<file path="src/design/softmax_forward_backward_unit_defines.svh">
// assertion macros shared by the softmax unit
`ifndef SOFTMAX_FORWARD_BACKWARD_UNIT_DEFINES_SVH
`define SOFTMAX_FORWARD_BACKWARD_UNIT_DEFINES_SVH

// same-cycle implication
`define SFB_ASSERT_HOLDS(lbl, ante, cons) \
  lbl: assert property (@(posedge clk) disable iff (rst) (ante) |-> (cons)) \
    else $error("softmax unit check failed");

// next-cycle implication
`define SFB_ASSERT_NEXT(lbl, ante, cons) \
  lbl: assert property (@(posedge clk) disable iff (rst) (ante) |=> (cons)) \
    else $error("softmax unit check failed");

`endif

</file>
<file path="src/design/sfb_pkg.sv">
// types, codes and exp tables of the softmax unit
package sfb_pkg;

  localparam int PROB_W       = 16;
  localparam int EXP_W        = 17;
  localparam int RECIP_W      = 17;
  localparam int MUL_A_W      = 32;
  localparam int MUL_B_W      = 17;
  localparam int MUL_P_W      = MUL_A_W + MUL_B_W;
  localparam int DIVIDEND_MSB = 32;
  localparam int STEP_W       = 6;

  localparam logic [1:0] ACT_KEEP  = 2'd0;
  localparam logic [1:0] ACT_INFER = 2'd1;
  localparam logic [1:0] ACT_BACK  = 2'd2;
  localparam logic [1:0] ACT_NONE  = 2'd3;

  localparam logic [1:0] ERR_NONE     = 2'd0;
  localparam logic [1:0] ERR_LONG     = 2'd1;
  localparam logic [1:0] ERR_MISMATCH = 2'd2;

  localparam logic KIND_PROB = 1'b0;
  localparam logic KIND_GRAD = 1'b1;

  typedef enum logic [4:0] {
    S_IDLE, S_DECIDE, S_ERR,
    S_EXP_RD, S_EXP_D, S_EXP_M1, S_EXP_R1, S_EXP_M2, S_EXP_R2, S_EXP_WR,
    S_DIV, S_P_RD, S_P_MUL, S_P_OUT,
    S_DOT_RD, S_DOT_ABS, S_DOT_MUL, S_DOT_ACC,
    S_G_RD, S_G_DIFF, S_G_MAG, S_G_MLO, S_G_MHI, S_G_SUM, S_G_OUT
  } state_t;

  typedef struct packed {
    logic               go;
    logic [MUL_A_W-1:0] a;
    logic [MUL_B_W-1:0] b;
  } mul_req_t;

  // e^-n scaled by 65536, zero from n = 12
  function automatic logic [EXP_W-1:0] exp_int(input logic [3:0] n);
    logic [EXP_W-1:0] r;
    unique case (n)
      4'd0:    r = 17'd65536;
      4'd1:    r = 17'd24109;
      4'd2:    r = 17'd8869;
      4'd3:    r = 17'd3263;
      4'd4:    r = 17'd1200;
      4'd5:    r = 17'd442;
      4'd6:    r = 17'd162;
      4'd7:    r = 17'd60;
      4'd8:    r = 17'd22;
      4'd9:    r = 17'd8;
      4'd10:   r = 17'd3;
      4'd11:   r = 17'd1;
      default: r = 17'd0;
    endcase
    return r;
  endfunction

  // e^-(a/16) scaled by 65536
  function automatic logic [EXP_W-1:0] exp_hi(input logic [3:0] a);
    logic [EXP_W-1:0] r;
    unique case (a)
      4'd0:  r = 17'd65536;
      4'd1:  r = 17'd61565;
      4'd2:  r = 17'd57835;
      4'd3:  r = 17'd54331;
      4'd4:  r = 17'd51039;
      4'd5:  r = 17'd47947;
      4'd6:  r = 17'd45042;
      4'd7:  r = 17'd42313;
      4'd8:  r = 17'd39750;
      4'd9:  r = 17'd37341;
      4'd10: r = 17'd35079;
      4'd11: r = 17'd32954;
      4'd12: r = 17'd30957;
      4'd13: r = 17'd29081;
      4'd14: r = 17'd27319;
      4'd15: r = 17'd25664;
    endcase
    return r;
  endfunction

  // e^-(b/256) scaled by 65536
  function automatic logic [EXP_W-1:0] exp_lo(input logic [3:0] b);
    logic [EXP_W-1:0] r;
    unique case (b)
      4'd0:  r = 17'd65536;
      4'd1:  r = 17'd65280;
      4'd2:  r = 17'd65026;
      4'd3:  r = 17'd64772;
      4'd4:  r = 17'd64520;
      4'd5:  r = 17'd64268;
      4'd6:  r = 17'd64018;
      4'd7:  r = 17'd63768;
      4'd8:  r = 17'd63520;
      4'd9:  r = 17'd63272;
      4'd10: r = 17'd63025;
      4'd11: r = 17'd62780;
      4'd12: r = 17'd62535;
      4'd13: r = 17'd62291;
      4'd14: r = 17'd62048;
      4'd15: r = 17'd61806;
    endcase
    return r;
  endfunction

endpackage

</file>
<file path="src/design/sfb_mul.sv">
// shared registered multiplier
module sfb_mul (
  input  logic                         clk,
  input  sfb_pkg::mul_req_t            req,
  output logic [sfb_pkg::MUL_P_W-1:0]  p
);

  import sfb_pkg::*;

  always_ff @(posedge clk) begin
    if (req.go) begin
      p <= MUL_P_W'(req.a) * MUL_P_W'(req.b);
    end
  end

endmodule

</file>
<file path="config.mk">
export PLATFORM = sky130hd
export DESIGN_NAME = sfb_mul
export DESIGN_NICKNAME = d
export VERILOG_FILES = /design/src/design/softmax_forward_backward_unit_defines.svh /design/src/design/sfb_pkg.sv /design/src/design/sfb_mul.sv
export SDC_FILE = /design/constraint.sdc
export NUM_CORES = 1
export LEC_CHECK = 0
export BUFFER_PORTS_ARGS = -buffer_cell sky130_fd_sc_hd__buf_2
export CORE_ASPECT_RATIO = 0.7
export CORE_UTILIZATION = 60
export DETAILED_ROUTE_END_ITERATION = 10
export HOLD_SLACK_MARGIN = 0.03
export MAX_ROUTING_LAYER = met4
export PLACE_DENSITY_LB_ADDON = 0.08
export SETUP_SLACK_MARGIN = 0.2
export SLEW_MARGIN = 20
export SYNTH_ARGS = -nofsm -noshare
export SYNTH_HDL_FRONTEND = slang
export SYNTH_SLANG_ARGS = --single-unit
</file>
<file path="constraint.sdc">
create_clock -name clk -period 7.1 [get_ports clk]
set_input_delay 0.355 -clock clk [delete_from_list [all_inputs] [get_ports clk]]
set_output_delay 0.355 -clock clk [all_outputs]
set_load 0.02 [all_outputs]
</file>
==> reports/results.ini <==
[clock_tree]
cts_buffers=5
cts_sinks=49
postCtsHoldBufs=0
clockBufferDepth=2
cts_htree_levels=2
cts-root-buf=clkbuf_16
cts_setup_buffers=0
cts.clk_slew.worst_paths_ps=70
cts_resized=0
cts_tree=done

[job]
max_cap_viol_count=0

[routing]
wl_met3_um=3630
vias_per_cell=5.48
avgRoutedWirePerCell_um=19.2
drt-total-wl_um=48100
first_pass_iters=6
top_layer_used=met4
met2_length_um=22500
drc_errors=0
drt-met1-wl_um=21300
initialDrtViolationCount=1127
num_vias=13700
postRouteAntennaNets=0

[logic_synthesis]
synthArstFlopShare=0
ys_ff_latch=49
synth_cells=2061
synth.area.top_cells=fa_1, inv_1, ha_1
syn_area_per_cell_um2=9.09
synth-edff-count=49
synth_ff_type=edfxtp_1
yosysTopAreaCellShare=0.480
synth_nets=2684
synthDistinctLibCells=59
yosys.cell_count.top_type=inv_1
syn_area_mm2=0.0187
ys_warn_count=0
synth_area_leader_cell=fa_1
synth_common_cells=inv_1, fa_1, nand2_1
yosysSeqAreaShare=0.0785

[setup_path]
crit_path_top_delay_cell=fa_1
arrival_ps=6690
worstSetupPathType=in2reg
path_delay_family=adder cells
crit_buf_inv=5
cp-start-kind=input pin
crit_chain=buf_2 -> buf_4 -> nand2_1 -> fa_1 -> fa_1 -> fa_1 -> inv_1 -> fa_1 -> fa_1 -> inv_1 -> fa_1 -> inv_1 -> ha_1 -> a21oi_1 -> o21ai_1 -> o31ai_1 -> a21oi_2 -> a41o_1 -> a21oi_2 -> nor2_1 -> a211oi_1
cp_max_fo=23
crit_required_ps=7210
cpPeakStageDelay_ps=550
cp-end-kind=register
crit_top_cell=fa_1

[layout]
final_layout_size_suffix_gt1_frac=0.0692
multi_input_area_mm2=0.0150
diodes=0
top_regs=p (49)
syn2layout_area_growth_pct=5.23
regMostFlops=p
finish.net_count=2717
largest_register_ffs=49
regArea_mm2=0.00147
fillers=2625

[die]
die_w_um=213
rows=53
initial_utilization=0.617
die_h_um=150
core_mm2=0.0304
design.die.area_mm2=0.0320
io_pins=100

[global_routing]
grt_pass1_wl_um=77200
antenna_found_initial=1
grt_max_degree=50
grt_pass1_vias=14200
grt_overflow=0
grt.total_usage=0.329

[timing]
timing.final.crit_period_ps=6570
setup_viol=0
hold_violations=0
timing.final.crit_share=0.926
drv_slew=0
setup_tns_ps=0
fmax_mhz=152
slew_headroom=0.495
tightestPinTransition_ps=758
rsz0062_at_grt=false

[place]
globalplace.congestion=0.932
numPortBuffers=99
dp_hpwl_um=39400

[status]
status=complete, no violations

[hold_path]
holdCritPathClass=in2reg

stage by stage:
step                      hold slack (ps)  utilization  instance area, um^2  setup slack (ps)  std cells
final                                 699        0.649                19700               526       2507
after global routing                  744        0.649                19700               298       2507
after CTS                             711        0.649                19700               598       2507
after detailed placement              799        0.645                19600               277       2499
after global placement                799        0.645                19600               371       2499
after floorplan                       467            -                18700               967       2061
placed cells by master (no fill, tap or decap), drive strengths merged, types with 5 or more instances in the layout:
master  netlist  layout
a211o         5       5
a211oi        5       5
a21o         19      19
a21oi        51      51
a31oi         7       7
and2        218     218
buf           0     118
clkbuf       92       5
edfxtp       49      49
fa          449     449
ha          123     123
inv         519     520
nand2       360     360
nand3        10      10
nor2         21      21
nor3         10      10
o211ai        8       8
o21ai        15      15
xnor2        30      30
xor2         12      12
layout make-up:
class | count | area share
Inverter | 519 | 0.0988
Multi-Input combinational cell | 1401 | 0.759
Clock buffer | 5 | 0.00634
Tap cell | 412 | 0.0261
Timing Repair Buffer | 118 | 0.0336
Sequential cell | 49 | 0.0746
Clock inverter | 3 | 0.00108
path summary, 6_finish.rpt:
check               end  slack (ps)  startpoint  cells past startpoint
setup / recovery  p[45]         530      req[2]                     21
hold / removal    p[35]         700     req[49]                      2
per-layer routing:
metal	vias to the layer above	track usage
met2	534	0.512
li1	6082	-
met1	7088	0.472
met4	0	0.0457
met3	37	0.0470
met5	-	-
kinds of logic (layout without fill, tap and decap cells):
group,after synthesis,count (layout),share of synthesized area
compound gates,143,143,0.0537
xor+xnor,42,42,0.0196
fa+ha+maj,572,572,0.562
buf+inv,611,645,0.122
flops,49,49,0.0785
mux,1,1,0.000534
simple gates,643,643,0.164
Power is left out: the tool's default activity adds up to more than one toggle a clock period on the data nets, which glitch-free logic cannot reach.
