**config.mk**
```make
export PLATFORM = sky130hd
export DESIGN_NAME = sfb_div
export DESIGN_NICKNAME = d
export VERILOG_FILES = /design/src/design/softmax_forward_backward_unit_defines.svh /design/src/design/sfb_pkg.sv /design/src/design/sfb_div.sv
export SDC_FILE = /design/constraint.sdc
export NUM_CORES = 1
export LEC_CHECK = 0
export ABC_AREA = 1
export BUFFER_PORTS_ARGS = -buffer_cell sky130_fd_sc_hd__buf_2
export CORE_UTILIZATION = 52
export DETAILED_ROUTE_END_ITERATION = 16
export PLACE_DENSITY = 0.74
export SKIP_CTS_REPAIR_TIMING = 1
export SLEW_MARGIN = 10
export SYNTH_ARGS = -nofsm -noshare
export SYNTH_HDL_FRONTEND = slang
export SYNTH_SLANG_ARGS = --single-unit
```
**constraint.sdc**
```tcl
create_clock -name clk -period 5.69 [get_ports clk]
set_input_delay 0.569 -clock clk [delete_from_list [all_inputs] [get_ports clk]]
set_output_delay 0.569 -clock clk [all_outputs]
set_load 0.005 [all_outputs]
```
**src/design/softmax_forward_backward_unit_defines.svh**
```systemverilog
// assertion macros shared by the softmax unit
`ifndef SOFTMAX_FORWARD_BACKWARD_UNIT_DEFINES_SVH
`define SOFTMAX_FORWARD_BACKWARD_UNIT_DEFINES_SVH

// same-cycle implication
`define SFB_ASSERT_HOLDS(lbl, ante, cons) \
  lbl: assert property (@(posedge clk) disable iff (rst) (ante) |-> (cons)) \
    else $error("softmax unit check failed");

// next-cycle implication
`define SFB_ASSERT_NEXT(lbl, ante, cons) \
  lbl: assert property (@(posedge clk) disable iff (rst) (ante) |=> (cons)) \
    else $error("softmax unit check failed");

`endif

```
**src/design/sfb_pkg.sv**
```systemverilog
// types, codes and exp tables of the softmax unit
package sfb_pkg;

  localparam int PROB_W       = 16;
  localparam int EXP_W        = 17;
  localparam int RECIP_W      = 17;
  localparam int MUL_A_W      = 32;
  localparam int MUL_B_W      = 17;
  localparam int MUL_P_W      = MUL_A_W + MUL_B_W;
  localparam int DIVIDEND_MSB = 32;
  localparam int STEP_W       = 6;

  localparam logic [1:0] ACT_KEEP  = 2'd0;
  localparam logic [1:0] ACT_INFER = 2'd1;
  localparam logic [1:0] ACT_BACK  = 2'd2;
  localparam logic [1:0] ACT_NONE  = 2'd3;

  localparam logic [1:0] ERR_NONE     = 2'd0;
  localparam logic [1:0] ERR_LONG     = 2'd1;
  localparam logic [1:0] ERR_MISMATCH = 2'd2;

  localparam logic KIND_PROB = 1'b0;
  localparam logic KIND_GRAD = 1'b1;

  typedef enum logic [4:0] {
    S_IDLE, S_DECIDE, S_ERR,
    S_EXP_RD, S_EXP_D, S_EXP_M1, S_EXP_R1, S_EXP_M2, S_EXP_R2, S_EXP_WR,
    S_DIV, S_P_RD, S_P_MUL, S_P_OUT,
    S_DOT_RD, S_DOT_ABS, S_DOT_MUL, S_DOT_ACC,
    S_G_RD, S_G_DIFF, S_G_MAG, S_G_MLO, S_G_MHI, S_G_SUM, S_G_OUT
  } state_t;

  typedef struct packed {
    logic               go;
    logic [MUL_A_W-1:0] a;
    logic [MUL_B_W-1:0] b;
  } mul_req_t;

  // e^-n scaled by 65536, zero from n = 12
  function automatic logic [EXP_W-1:0] exp_int(input logic [3:0] n);
    logic [EXP_W-1:0] r;
    unique case (n)
      4'd0:    r = 17'd65536;
      4'd1:    r = 17'd24109;
      4'd2:    r = 17'd8869;
      4'd3:    r = 17'd3263;
      4'd4:    r = 17'd1200;
      4'd5:    r = 17'd442;
      4'd6:    r = 17'd162;
      4'd7:    r = 17'd60;
      4'd8:    r = 17'd22;
      4'd9:    r = 17'd8;
      4'd10:   r = 17'd3;
      4'd11:   r = 17'd1;
      default: r = 17'd0;
    endcase
    return r;
  endfunction

  // e^-(a/16) scaled by 65536
  function automatic logic [EXP_W-1:0] exp_hi(input logic [3:0] a);
    logic [EXP_W-1:0] r;
    unique case (a)
      4'd0:  r = 17'd65536;
      4'd1:  r = 17'd61565;
      4'd2:  r = 17'd57835;
      4'd3:  r = 17'd54331;
      4'd4:  r = 17'd51039;
      4'd5:  r = 17'd47947;
      4'd6:  r = 17'd45042;
      4'd7:  r = 17'd42313;
      4'd8:  r = 17'd39750;
      4'd9:  r = 17'd37341;
      4'd10: r = 17'd35079;
      4'd11: r = 17'd32954;
      4'd12: r = 17'd30957;
      4'd13: r = 17'd29081;
      4'd14: r = 17'd27319;
      4'd15: r = 17'd25664;
    endcase
    return r;
  endfunction

  // e^-(b/256) scaled by 65536
  function automatic logic [EXP_W-1:0] exp_lo(input logic [3:0] b);
    logic [EXP_W-1:0] r;
    unique case (b)
      4'd0:  r = 17'd65536;
      4'd1:  r = 17'd65280;
      4'd2:  r = 17'd65026;
      4'd3:  r = 17'd64772;
      4'd4:  r = 17'd64520;
      4'd5:  r = 17'd64268;
      4'd6:  r = 17'd64018;
      4'd7:  r = 17'd63768;
      4'd8:  r = 17'd63520;
      4'd9:  r = 17'd63272;
      4'd10: r = 17'd63025;
      4'd11: r = 17'd62780;
      4'd12: r = 17'd62535;
      4'd13: r = 17'd62291;
      4'd14: r = 17'd62048;
      4'd15: r = 17'd61806;
    endcase
    return r;
  endfunction

endpackage

```
**src/design/sfb_div.sv**
```systemverilog
// bit-serial reciprocal divider, 2^32 over the exp sum
module sfb_div #(
  parameter int SUM_W = 23
) (
  input  logic                         clk,
  input  logic                         rst,
  input  logic                         start,
  input  logic [SUM_W-1:0]             den,
  output logic                         busy,
  output logic [sfb_pkg::RECIP_W-1:0]  q
);

  import sfb_pkg::*;

  logic [SUM_W-1:0]  rem;
  logic [SUM_W-1:0]  dsr;
  logic [STEP_W-1:0] step;
  logic [SUM_W:0]    sh;
  logic              ge;

  assign sh = {rem, step == STEP_W'(DIVIDEND_MSB)};
  assign ge = sh >= {1'b0, dsr};

  always_ff @(posedge clk) begin
    if (rst) begin
      busy <= 1'b0;
    end else if (start) begin
      busy <= 1'b1;
      step <= STEP_W'(DIVIDEND_MSB);
      rem  <= '0;
      q    <= '0;
      dsr  <= den;
    end else if (busy) begin
      rem  <= ge ? SUM_W'(sh - {1'b0, dsr}) : sh[SUM_W-1:0];
      q    <= {q[RECIP_W-2:0], ge};
      if (step == '0) begin
        busy <= 1'b0;
      end else begin
        step <= step - 1'b1;
      end
    end
  end

endmodule
```
==> results by group <==
Yosys
  – Register area share after synthesis: 0.450
  – Top cells by area, synth: edfxtp_1 (45%), nand2_1 (18%), inv_1 (11%), nor2_1 (6.7%), ha_1 (6.5%)
  – Distinct cells, synth: 27
  – Most common cell in the netlist: nand2_1
  – Synthesized cell area: 4640 um^2
  – Ys flop type: edfxtp_1
  – Number of synthesized flops with an enable pin: 69
  – Area fraction of the dominant cell type after synthesis: 0.446
  – Post-Synthesis Mean Instance Area: 7.47 um^2
  – Synth cell count leaders: nand2_1 (223), inv_1 (130), nor2_1 (83), edfxtp_1 (69), ha_1 (24)
  – Post-synthesis async set-or-reset flop share: 0
  – Synth Net Count: 673
  – Yosys warns: 0
  – Post-Syn Instances: 622
  – Synth Register Bits: 70
  – Largest area contributor in the netlist: edfxtp_1

Hold path
  – Min-delay src: den[8]
  – Hold EP: dsr[8]
  – Hold-critical path depth: 1
  – Hold Crit Class: primary input to flop

Critical path
  – Critical path peak fanout: 41
  – R2r setup slk: 2.25 ns
  – Worst EP arrival: 3.56 ns
  – Critical path type: flop to flop
  – CP max stage delay: 0.52 ns
  – Cells along the critical path: inv_1, ha_1, inv_1, or2_2, nor2_1, inv_1, nor2_1, nand2_1, ha_1, inv_1, fa_1, nand2_1, nand2_1, nand3_1, nand2_2, nand2_2, nand4_4, nand2_2, nand2_1, nand2_1, inv_1
  – Worst path slowest cell: nand4_4
  – Worst reg2reg startpoint: step[0]
  – Required time of the critical path: 5.82 ns
  – Cells on worst reg2reg path: 21
  – Worst setup startpoint: step[0]
  – Worst flop-to-flop path endpoint: rem[18]
  – Setup crit end kind: flop
  – Critical path startpoint category: flop

Drt
  – WL/cell: 12.2 um
  – Drt via density: 4.85
  – DRC: 0
  – 1st-pass router iterations: 5
  – Detailed Route Iter0 Violations: 200
  – Via count: 3,790
  – Total routed wirelength: 9570 um
  – Final ANT Viol Nets: 0

Final layout
  – Filler instances: 816
  – Area Growth Syn to Fin: 11.1%
  – Layout cells sized above 1: 0.123
  – Final Util: 0.595
  – Ant. Diodes: 0
  – Nets: 720

Timing
  – Worst Skew: 0.0106 ns
  – Slew HR: 0.237
  – Fmax achieved: 291 MHz
  – Period utilization: 0.604
  – Least-Margin Pin Slew: 1.14 ns
  – Hold Vio Cnt, Final: 0
  – # setup viols final: 0
  – RSZ-0062 raised after global routing: false
  – Final min period: 3.44 ns
  – Sum of negative setup slack: 0 ns
  – Max Transition Viols Final: 0

Clock tree
  – H-tree Lvls: 3
  – CTS Buffer Depth: 2
  – Reg clk slew, reported paths: 0.09 ns
  – Clock Root Buffer: clkbuf_8
  – CTS tree: done
  – CTS sink count: 70
  – CTS buffer count: 9
  – Clock Latency Late Sink: 0.36 ns

Global routing
  – GRT Overall Usage: 0.228
  – Global-route wire length before repair: 15,800 um
  – Largest net degree at the start of global routing: 42
  – Overflow after GRT: 0
  – Initial antenna violation count: 0
  – Vias in the first global route: 3,544

Die
  – Io pins: 44
  – Initial core utilization: 0.535
  – Die Y-Extent: 96.5 um
  – Width of the chip: 96.5 um
  – Placeable Area: 8680 um^2
  – Num rows: 34
  – Die ar.: 9310 um^2

Job
  – MaxCap Viol Count: 0

Power and ir drop
  – Peak VDD IR: 0.000180 V
  – Cell Pwr Density: 288 nW/um^2
  – Overall Power: 1.49 mW
  – Leak: 2.72 nW

Outcome
  – Status: finished, final reports clean

Place
  – GP Congestion: 0.945
  – Hpwl dp: 7180 um
  – Buffers on Ports: 43
## cells by family after synthesis
| group | synth area share |
|---|---|
| buffers and inverters | 0.120 |
| adders and majority gates | 0.0690 |
| DFF | 0.450 |
| AOI/OAI and AO/OA | 0.0221 |
| and+or+nand+nor | 0.321 |
| xor gates and xnor gates | 0.0170 |
## cells in the final DEF (no fill, tap or decap), drive strengths merged, types with 2 or more instances in the layout
cell      n
edfxtp   69
nand3    23
nor2     87
buf      45
nand2   229
clkbuf    9
nand3b    8
clkinv    4
inv     134
a21oi    17
nand4     5
xnor2     8
or2       2
nor3      3
ha       24
o21ai     2
## state kept, by name, indices dropped and copies added, names as in the netlist
signal,count
dsr,23
step,6
q,17
busy,1
rem,23
## critical path: cells and delay by family, from the launching register on
family | cells | cell delay (ns)
adder cells (fa/ha/maj) | 3 | 0.77
buffers and inverters | 5 | 0.30
flip-flops | 1 | 0.35
AND/OR/NAND/NOR | 13 | 1.78
## power breakdown
| group | internal [mW] | switching [mW] |
|---|---|---|
| logic | 0.149 | 0.272 |
| registers | 0.622 | 0.0208 |
| clock network | 0.209 | 0.215 |
| total | 0.980 | 0.507 |
## layout make-up
class	count	area (um^2)	area share
Sequential cell	70	2090	0.405
Tap cell	108	135	0.0262
Inverter	132	495	0.0960
Clock inverter	7	81.3	0.0158
Multi-Input combinational cell	411	2000	0.388
Clock buffer	9	124	0.0240
Timing Repair Buffer	45	230	0.0446
## through the flow
step	hold slack, ns	cells	instance area (um^2)	worst slack, ns
final	0.376	782	5160	2.25
after global routing	0.359	782	5160	1.93
after CTS	0.365	782	5160	2.28
after detailed placement	0.526	766	4960	2.28
after global placement	0.529	766	4960	2.45
after floorplan	0.508	622	4640	2.76
## how the worst max path moves through the flow
stage,end,depth (start not counted)
finish,rem[18],21
CTS,rem[18],21
floorplan,q[0],3
global placement,rem[17],21
global route,rem[22],21
detailed placement,rem[18],21
## per-layer routing
layer  wire length (um)  share of wire  global-route usage
met1               4560           0.48               0.290
met3                383          0.040              0.0509
met2               4480           0.47               0.379
met4                140          0.015              0.0821
met5                  0              0                   0
Power figures use the tool's default switching activity.
