<file path="src/design/softmax_forward_backward_unit_defines.svh">
// assertion macros shared by the softmax unit
`ifndef SOFTMAX_FORWARD_BACKWARD_UNIT_DEFINES_SVH
`define SOFTMAX_FORWARD_BACKWARD_UNIT_DEFINES_SVH

// same-cycle implication
`define SFB_ASSERT_HOLDS(lbl, ante, cons) \
  lbl: assert property (@(posedge clk) disable iff (rst) (ante) |-> (cons)) \
    else $error("softmax unit check failed");

// next-cycle implication
`define SFB_ASSERT_NEXT(lbl, ante, cons) \
  lbl: assert property (@(posedge clk) disable iff (rst) (ante) |=> (cons)) \
    else $error("softmax unit check failed");

`endif

</file>
<file path="src/design/sfb_ram.sv">
// generic single-port-write ram with registered read
module sfb_ram #(
  parameter int WIDTH = 16,
  parameter int DEPTH = 64
) (
  input  logic                     clk,
  input  logic                     we,
  input  logic [$clog2(DEPTH)-1:0] waddr,
  input  logic [WIDTH-1:0]         wdata,
  input  logic                     re,
  input  logic [$clog2(DEPTH)-1:0] raddr,
  output logic [WIDTH-1:0]         rdata
);

  logic [WIDTH-1:0] mem [DEPTH];

  always_ff @(posedge clk) begin
    if (we) begin
      mem[waddr] <= wdata;
    end
    if (re) begin
      rdata <= mem[raddr];
    end
  end

endmodule

</file>
<file path="config.mk">
export PLATFORM = sky130hd
export DESIGN_NAME = sfb_ram
export DESIGN_NICKNAME = d
export VERILOG_FILES = /design/src/design/softmax_forward_backward_unit_defines.svh /design/src/design/sfb_ram.sv
export SDC_FILE = /design/constraint.sdc
export NUM_CORES = 1
export LEC_CHECK = 0
export BUFFER_PORTS_ARGS = -buffer_cell sky130_fd_sc_hd__buf_2
export CAP_MARGIN = 40
export CORE_MARGIN = 2
export CORE_UTILIZATION = 60
export CTS_CLUSTER_DIAMETER = 120
export DETAILED_ROUTE_END_ITERATION = 16
export HOLD_SLACK_MARGIN = 0.02
export PLACE_DENSITY = 0.76
export SLEW_MARGIN = 20
export SYNTH_ARGS = -nofsm -noshare
export SYNTH_HDL_FRONTEND = slang
export SYNTH_SLANG_ARGS = --single-unit
</file>
<file path="constraint.sdc">
create_clock -name clk -period 4.8 [get_ports clk]
set_clock_uncertainty 0.15 [all_clocks]
set_input_delay 0.24 -clock clk [delete_from_list [all_inputs] [get_ports clk]]
set_output_delay 0.24 -clock clk [all_outputs]
set_load 0.02 [all_outputs]
</file>
==> results of run 1 <==
-- worst max-delay path: cells and delay by family --
kind	cells	cell delay (ps)
buf+inv	3	1160
simple gates	3	1530
-- flip-flops by register name (all words and copies together) (netlist names) --
name and flops:
mem 1024, rdata 16
-- per-layer routing --
layer | routed length (um) | up-vias | GRT usage, %
met5 | 13 | - | 0
met4 | 3394 | 2 | 10.27
met3 | 9469 | 180 | 4.610
met2 | 45670 | 1238 | 43.38
met1 | 34370 | 10290 | 38.94
li1 | - | 8023 | -
-- area by class of cell --
cell class	count	area share (%)
clock buffers	116	5.703
repair buffers	165	3.018
diodes	6	0.03314
flip-flops and latches	1040	68.93
well taps	864	2.386
clock inverters	65	1.627
multi-input cells	685	18.31
-- cell families (layout without fill, tap and decap cells) --
logic type,after synthesis,in the layout,synth area share (%)
muxes,336,336,15.46
other,0,6,0
buffers and inverters,104,346,1.824
and+or+nand+nor,220,220,2.636
AOI/OAI and AO/OA,129,129,2.400
DFF,1040,1040,77.68
-- layout by cell type, fill, tap and decap left out, types with 27 or more instances in the layout --
cell | netlist | layout
sky130_fd_sc_hd__edfxtp_1 | 1040 | 1040
sky130_fd_sc_hd__mux4_2 | 220 | 220
sky130_fd_sc_hd__clkbuf_16 | 0 | 101
sky130_fd_sc_hd__buf_4 | 13 | 88
sky130_fd_sc_hd__mux2i_1 | 85 | 85
sky130_fd_sc_hd__nor2_1 | 72 | 62
sky130_fd_sc_hd__nand2_1 | 59 | 59
sky130_fd_sc_hd__buf_2 | 36 | 44
sky130_fd_sc_hd__a22oi_1 | 39 | 39
sky130_fd_sc_hd__nor2b_1 | 30 | 27
sky130_fd_sc_hd__mux2_2 | 27 | 27
-- through the flow --
step	power [mW]	setup slack (ps)	util, %	area (sq um)	hold slack, ps
after global placement	11.18	1429	62.91	41580	543.8
after detailed placement	11.21	1474	63.36	41880	552.4
after CTS	19.08	2142	68.48	45260	39.45
final	19.01	2033	68.55	45310	81.66
after floorplan	10.82	2375	-	40200	188.9
after global routing	19.47	2021	68.53	45300	106.2
-- worst max-delay path by stage --
stage / start / slack (ps) / to / depth (start not counted)
2_1_floorplan: waddr[3] / 2380 / mem[48][0]$_DFFE_PP_ / 4
3_3_place_gp: raddr[2] / 1430 / rdata[2]$_DFFE_PP_ / 6
3_5_place_dp: raddr[0] / 1470 / rdata[6]$_DFFE_PP_ / 6
4_1_cts: waddr[1] / 2140 / mem[3][1]$_DFFE_PP_ / 6
5_1_grt: waddr[2] / 2020 / mem[21][1]$_DFFE_PP_ / 6
6_report: waddr[2] / 2030 / mem[21][4]$_DFFE_PP_ / 6
-- repair_timing --
action | 4_1_cts | 5_1_grt
hold buffers | 6 | 0
hold endpoints to repair | 112 | 0
resized for setup | 0 | 0
-- power breakdown --
| group | leakage (nW) | switching, mW | internal, mW |
|---|---|---|---|
| sequential | 9.37 | 0.0319 | 10.1 |
| combinational | 3.46 | 0.594 | 0.337 |
| clock | 1.62 | 3.23 | 4.75 |
==> results.yml, run 1 <==
critical_path:
  reg2reg_slack_ps: 2150
  r2r-start: "mem[11][1]$_DFFE_PP_"
  setup.worst_path.end_class: "flip-flop"
  path_depth_of_the_worst_reg2reg_path: 5
  crit_arrival_ps: 2950
  critical_path_class: "in2reg"
  worstReg2RegEnd: "rdata[1]$_DFFE_PP_"
  worstPathCellList: "dlygate4sd3_1 -> buf_2 -> nor2b_1 -> nand3_1 -> nor2_1 -> buf_4"
  cp.required_ps: 4980
  critical_path.max_stage_delay_ps: 790
  path_max_fanout: 10
  slowest_stage: "sky130_fd_sc_hd__nor2_1"
  startpoint_type: "primary input"
die:
  floorplan.core_area_sq_mm: 0.06610
  die_w_um: 262.9
  num_rows: 94
  die_area_sq_mm: 0.06909
  floorplan.initialDensity_pct: 60.82
  die_h_um: 262.9
  floorplan.io_pins: 47
clock_tree:
  cts_buffers: 98
  path_clk_slew_ps: 60
  worst_case_clock_buffer_depth: 3
  tritoncts: "built"
  cts_num_sinks: 1040
  postCtsSetupRepairBufs: 0
  worstSkewPairLatency_ps: 660
  root_buffer: "sky130_fd_sc_hd__clkbuf_16"
  htree_num_levels: 3
global_route:
  grt.overflow.total: 0
  grt_pass1_wl_mm: 135.5
  grt_antenna_before_repair: 8
  grt_start_max_net_pins: 92
  first_global_vias: 19700
  grt.total_usage_pct: 27.32
hold_path:
  timing.hold.worst.start: "waddr[0]"
  hold_path_class: "in2reg"
  min_delay_worst_endpoint: "mem[53][12]$_DFFE_PP_"
  hold-path-cell-count: 3
drt:
  drt_pass1_iterations: 5
  number_of_violations_reported_at_the_end_of_detailed_routing_iteration_0: 2745
  routed_wl_mm: 92.92
  ant_nets_after_route: 0
  route.detailed.drc: 0
  post_drt_wl_per_cell_um: 31.59
  num_vias: 19730
  drt-vias-per-instance: 6.708
logic_synthesis:
  synth_top_area_share_pct: 77.68
  ys_seq_area_share_pct: 77.68
  combined_area_of_all_synthesized_cells_sq_mm: 0.04020
  syn-mean-instance-area_sq_um: 21.98
  synthCells: 1829
  ys_ff_latch: 1040
  ys_top_cells_by_area: "sky130_fd_sc_hd__edfxtp_1 78%, sky130_fd_sc_hd__mux4_2 12%, sky130_fd_sc_hd__mux2i_1 2.1%"
  synth.net_count: 1860
  ys.flop_type: "sky130_fd_sc_hd__edfxtp_1"
  netlist-cell-type-count: 42
  synth_enable_flop_cells: 1040
  synthDominantAreaCellType: "sky130_fd_sc_hd__edfxtp_1"
  synth_async_sr_flop_share_pct: 0
  synth.cells.most_frequent: "1040 x sky130_fd_sc_hd__edfxtp_1, 220 x sky130_fd_sc_hd__mux4_2, 85 x sky130_fd_sc_hd__mux2i_1"
  synth_most_common_cell: "sky130_fd_sc_hd__edfxtp_1"
  yosysWarningCount: 0
job:
  max_cap_violation_count: 0
power_and_ir_drop:
  leakage_nw: 14.45
  vdd_drop_max_mv: 0.3249
  pwr_density_cell_mw_per_mm2: 419.6
layout:
  area.sequential_sq_mm: 0.03123
  nets: 2021
  areaGrowthSynthToFinish_pct: 12.70
  final_layout_size_suffix_gt1_share_pct: 27.43
  filler_cell_count: 3964
  multi_input_area_sq_mm: 0.008294
  final_cells: 2941
placement:
  place.detailed.hpwl_mm: 54.95
  placedCellCount: 2744
  place.gp.congestion: 0.8497
  port_buffers: 46
timing:
  rsz0062_at_grt: "no"
  clock_period_minus_final_worst_setup_slack_ps: 2767
  setup_violations: 0
  timing.final.hold_violations: 0
  final.period_utilization_pct: 57.65
  timing_max_transition_violations_final: 0
  setup_total_negative_slack_ps: 0
  timing.fmax_mhz: 361.4
  tightestPinTransition_ps: 966.8
  slew-limit-headroom_pct: 35.55
run_status:
  status: "complete, no violations"
Power figures use the tool's default switching activity.
==> run 2: changes to the inputs <==
==> constraint.sdc (replaced) <==
create_clock -name clk -period 2.62 [get_ports clk]
set_clock_uncertainty 0.15 [all_clocks]
set_input_delay 0.131 -clock clk [delete_from_list [all_inputs] [get_ports clk]]
set_output_delay 0.131 -clock clk [all_outputs]
set_load 0.02 [all_outputs]
==> run 2 against run 1 <==
Compared with the run above: critical path depth is 1 lower; highest routed layer unchanged; design area is 1.7% higher; clock power grew 75%; final cell count grew 3.6%; combinational power rose by 110%; hold slack got worse by 54 ps; sequential share of layout area is 1.1 points lower; critical endpoint is now rdata[12]$_DFFE_PP_; non-clock buffer count is 109 higher; via count increased by 2.9%.
==> results.yml, run 2 (synthesized netlist as in run 1, its figures left out) <==
timing:
  setup_violations: 0
  timing_max_transition_violations_final: 0
  tightestPinTransition_ps: 830.0
  slew-limit-headroom_pct: 44.67
  timing.final.hold_violations: 0
  hold_ws_ps: 27.88
  timing.fmax_mhz: 421.9
  timing.final.ws_setup_ps: 250.0
  clock_period_minus_final_worst_setup_slack_ps: 2370
  rsz0062_at_grt: "no"
  final.period_utilization_pct: 90.46
clock_tree:
  cts_hold_repair.buffers: 17
  postCtsSetupRepairBufs: 0
  cts_num_sinks: 1040
  cts-resized-gates: 0
  htree_num_levels: 3
  root_buffer: "sky130_fd_sc_hd__clkbuf_16"
  tritoncts: "built"
  worst_case_clock_buffer_depth: 3
  cts_buffers: 100
  path_clk_slew_ps: 60
  worstSkewPairLatency_ps: 660
die:
  floorplan.initialDensity_pct: 60.82
  floorplan.io_pins: 47
  floorplan.core_area_sq_mm: 0.06610
  die_area_sq_mm: 0.06909
  die_h_um: 262.9
  die_w_um: 262.9
  num_rows: 94
drt:
  number_of_violations_reported_at_the_end_of_detailed_routing_iteration_0: 3027
  num_vias: 20310
  post_drt_wl_per_cell_um: 31.49
  drt_pass1_iterations: 5
  route.detailed.drc: 0
  drt-vias-per-instance: 6.664
  ant_nets_after_route: 0
  routed_wl_mm: 95.94
global_route:
  grt_start_max_net_pins: 65
  grt.total_usage_pct: 28.19
  first_global_vias: 20440
  grt.overflow.total: 0
  grt_pass1_wl_mm: 140.2
  grt_antenna_before_repair: 3
power_and_ir_drop:
  power_frac_comb_pct: 5.5
  vdd_drop_max_mv: 0.6617
  leakage_nw: 14.95
  clock_power_share_pct: 40.7
  power_report.internal_total_mw: 27.21
  power_switching_share_pct: 20.95
  seq_power_share_pct: 53.8
  pwr_density_cell_mw_per_mm2: 747.4
  switching_power_mw: 7.213
job:
  max_cap_violation_count: 0
hold_path:
  timing.hold.worst.start: "wdata[11]"
  min_delay_worst_endpoint: "mem[29][11]$_DFFE_PP_"
  hold_path_class: "in2reg"
  hold-path-cell-count: 2
layout:
  areaGrowthSynthToFinish_pct: 14.56
  most_flop_heavy_register: "mem"
  filler_cell_count: 3836
  nets: 2132
  layout_common_cells: "1040 x sky130_fd_sc_hd__edfxtp_1, 220 x sky130_fd_sc_hd__mux4_2, 186 x sky130_fd_sc_hd__buf_4"
  final_layout_size_suffix_gt1_share_pct: 29.70
  mostFrequentLayoutCell: "sky130_fd_sc_hd__edfxtp_1"
  multi_input_area_sq_mm: 0.008249
  largestRegisters: "mem (1024), rdata (16)"
  largest_register_ffs: 1024
  area.sequential_sq_mm: 0.03123
placement:
  port_buffers: 46
  setup_slack_placement_ps: -239.6
  place.gp.congestion: 0.8533
  place.detailed.hpwl_mm: 56.85
critical_path:
  path_max_fanout: 1
  worstReg2RegEnd: "rdata[12]$_DFFE_PP_"
  reg2reg_slack_ps: 250
  critical_path_class: "reg2reg"
  setup.worst_path.end_class: "flip-flop"
  cp.required_ps: 2890
  r2r-start: "mem[20][12]$_DFFE_PP_"
  crit_arrival_ps: 2640
  path_depth_of_the_worst_reg2reg_path: 5
  startpoint_type: "flip-flop"
run_status:
  status: "complete, no violations"
==> run 2: per-stage QoR <==
step	TNS (ps)	area [sq um]	power, mW	utilization (%)	instances
final	0	46060	34.42	69.68	3047
after global routing	0	46050	35.23	69.68	3046
after CTS	0	46030	34.49	69.64	3045
after detailed placement	-800.5	42690	20.70	64.59	2845
after global placement	-1003	42690	20.65	64.59	2845
after floorplan	0	40200	19.82	-	1829
==> run 2: worst max-delay path by stage <==
stage                                      from              endpoint  cells after the start
after detailed placement               raddr[1]    rdata[2]$_DFFE_PP_                      8
after global routing       mem[22][1]$_DFFE_PP_    rdata[1]$_DFFE_PP_                      6
after global placement                 raddr[1]    rdata[2]$_DFFE_PP_                      8
after CTS                 mem[20][12]$_DFFE_PP_   rdata[12]$_DFFE_PP_                      5
after floorplan                        waddr[3]  mem[48][0]$_DFFE_PP_                      4
final                     mem[20][12]$_DFFE_PP_   rdata[12]$_DFFE_PP_                      5
==> run 2: final cells by class <==
type / instances / area share, %
Timing Repair Buffer: 274 / 5.042
Clock inverter: 62 / 1.190
Tap cell: 864 / 2.347
Antenna cell: 1 / 0.005433
Sequential cell: 1040 / 67.81
Clock buffer: 121 / 5.697
Multi-Input combinational cell: 685 / 17.91
==> run 2: per-layer routing <==
layer / up-vias / GRT usage (%) / share of wire (%)
met2: 1326 / 44.99 / 49
met5: - / 0 / 0.028
met3: 168 / 5.397 / 11
met1: 10570 / 40.21 / 37
li1: 8242 / - / -
met4: 4 / 9.035 / 3.0
==> run 2: worst max-delay path: stages, from the launching register on <==
cell and delay (ps):
sky130_fd_sc_hd__edfxtp_1 400, sky130_fd_sc_hd__mux4_2 480, sky130_fd_sc_hd__mux2_2 280, sky130_fd_sc_hd__nand2_1 70, sky130_fd_sc_hd__nand4_1 400, sky130_fd_sc_hd__and4_1 380
==> run 2: power groups by stage <==
stage	registers, mW	clock network (mW)	logic, mW
floorplan	18.9	0	0.954
global placement	18.8	0	1.81
detailed placement	18.9	0	1.85
CTS	18.5	14.1	1.89
global route	18.5	14.7	2.00
finish	18.5	14.0	1.91
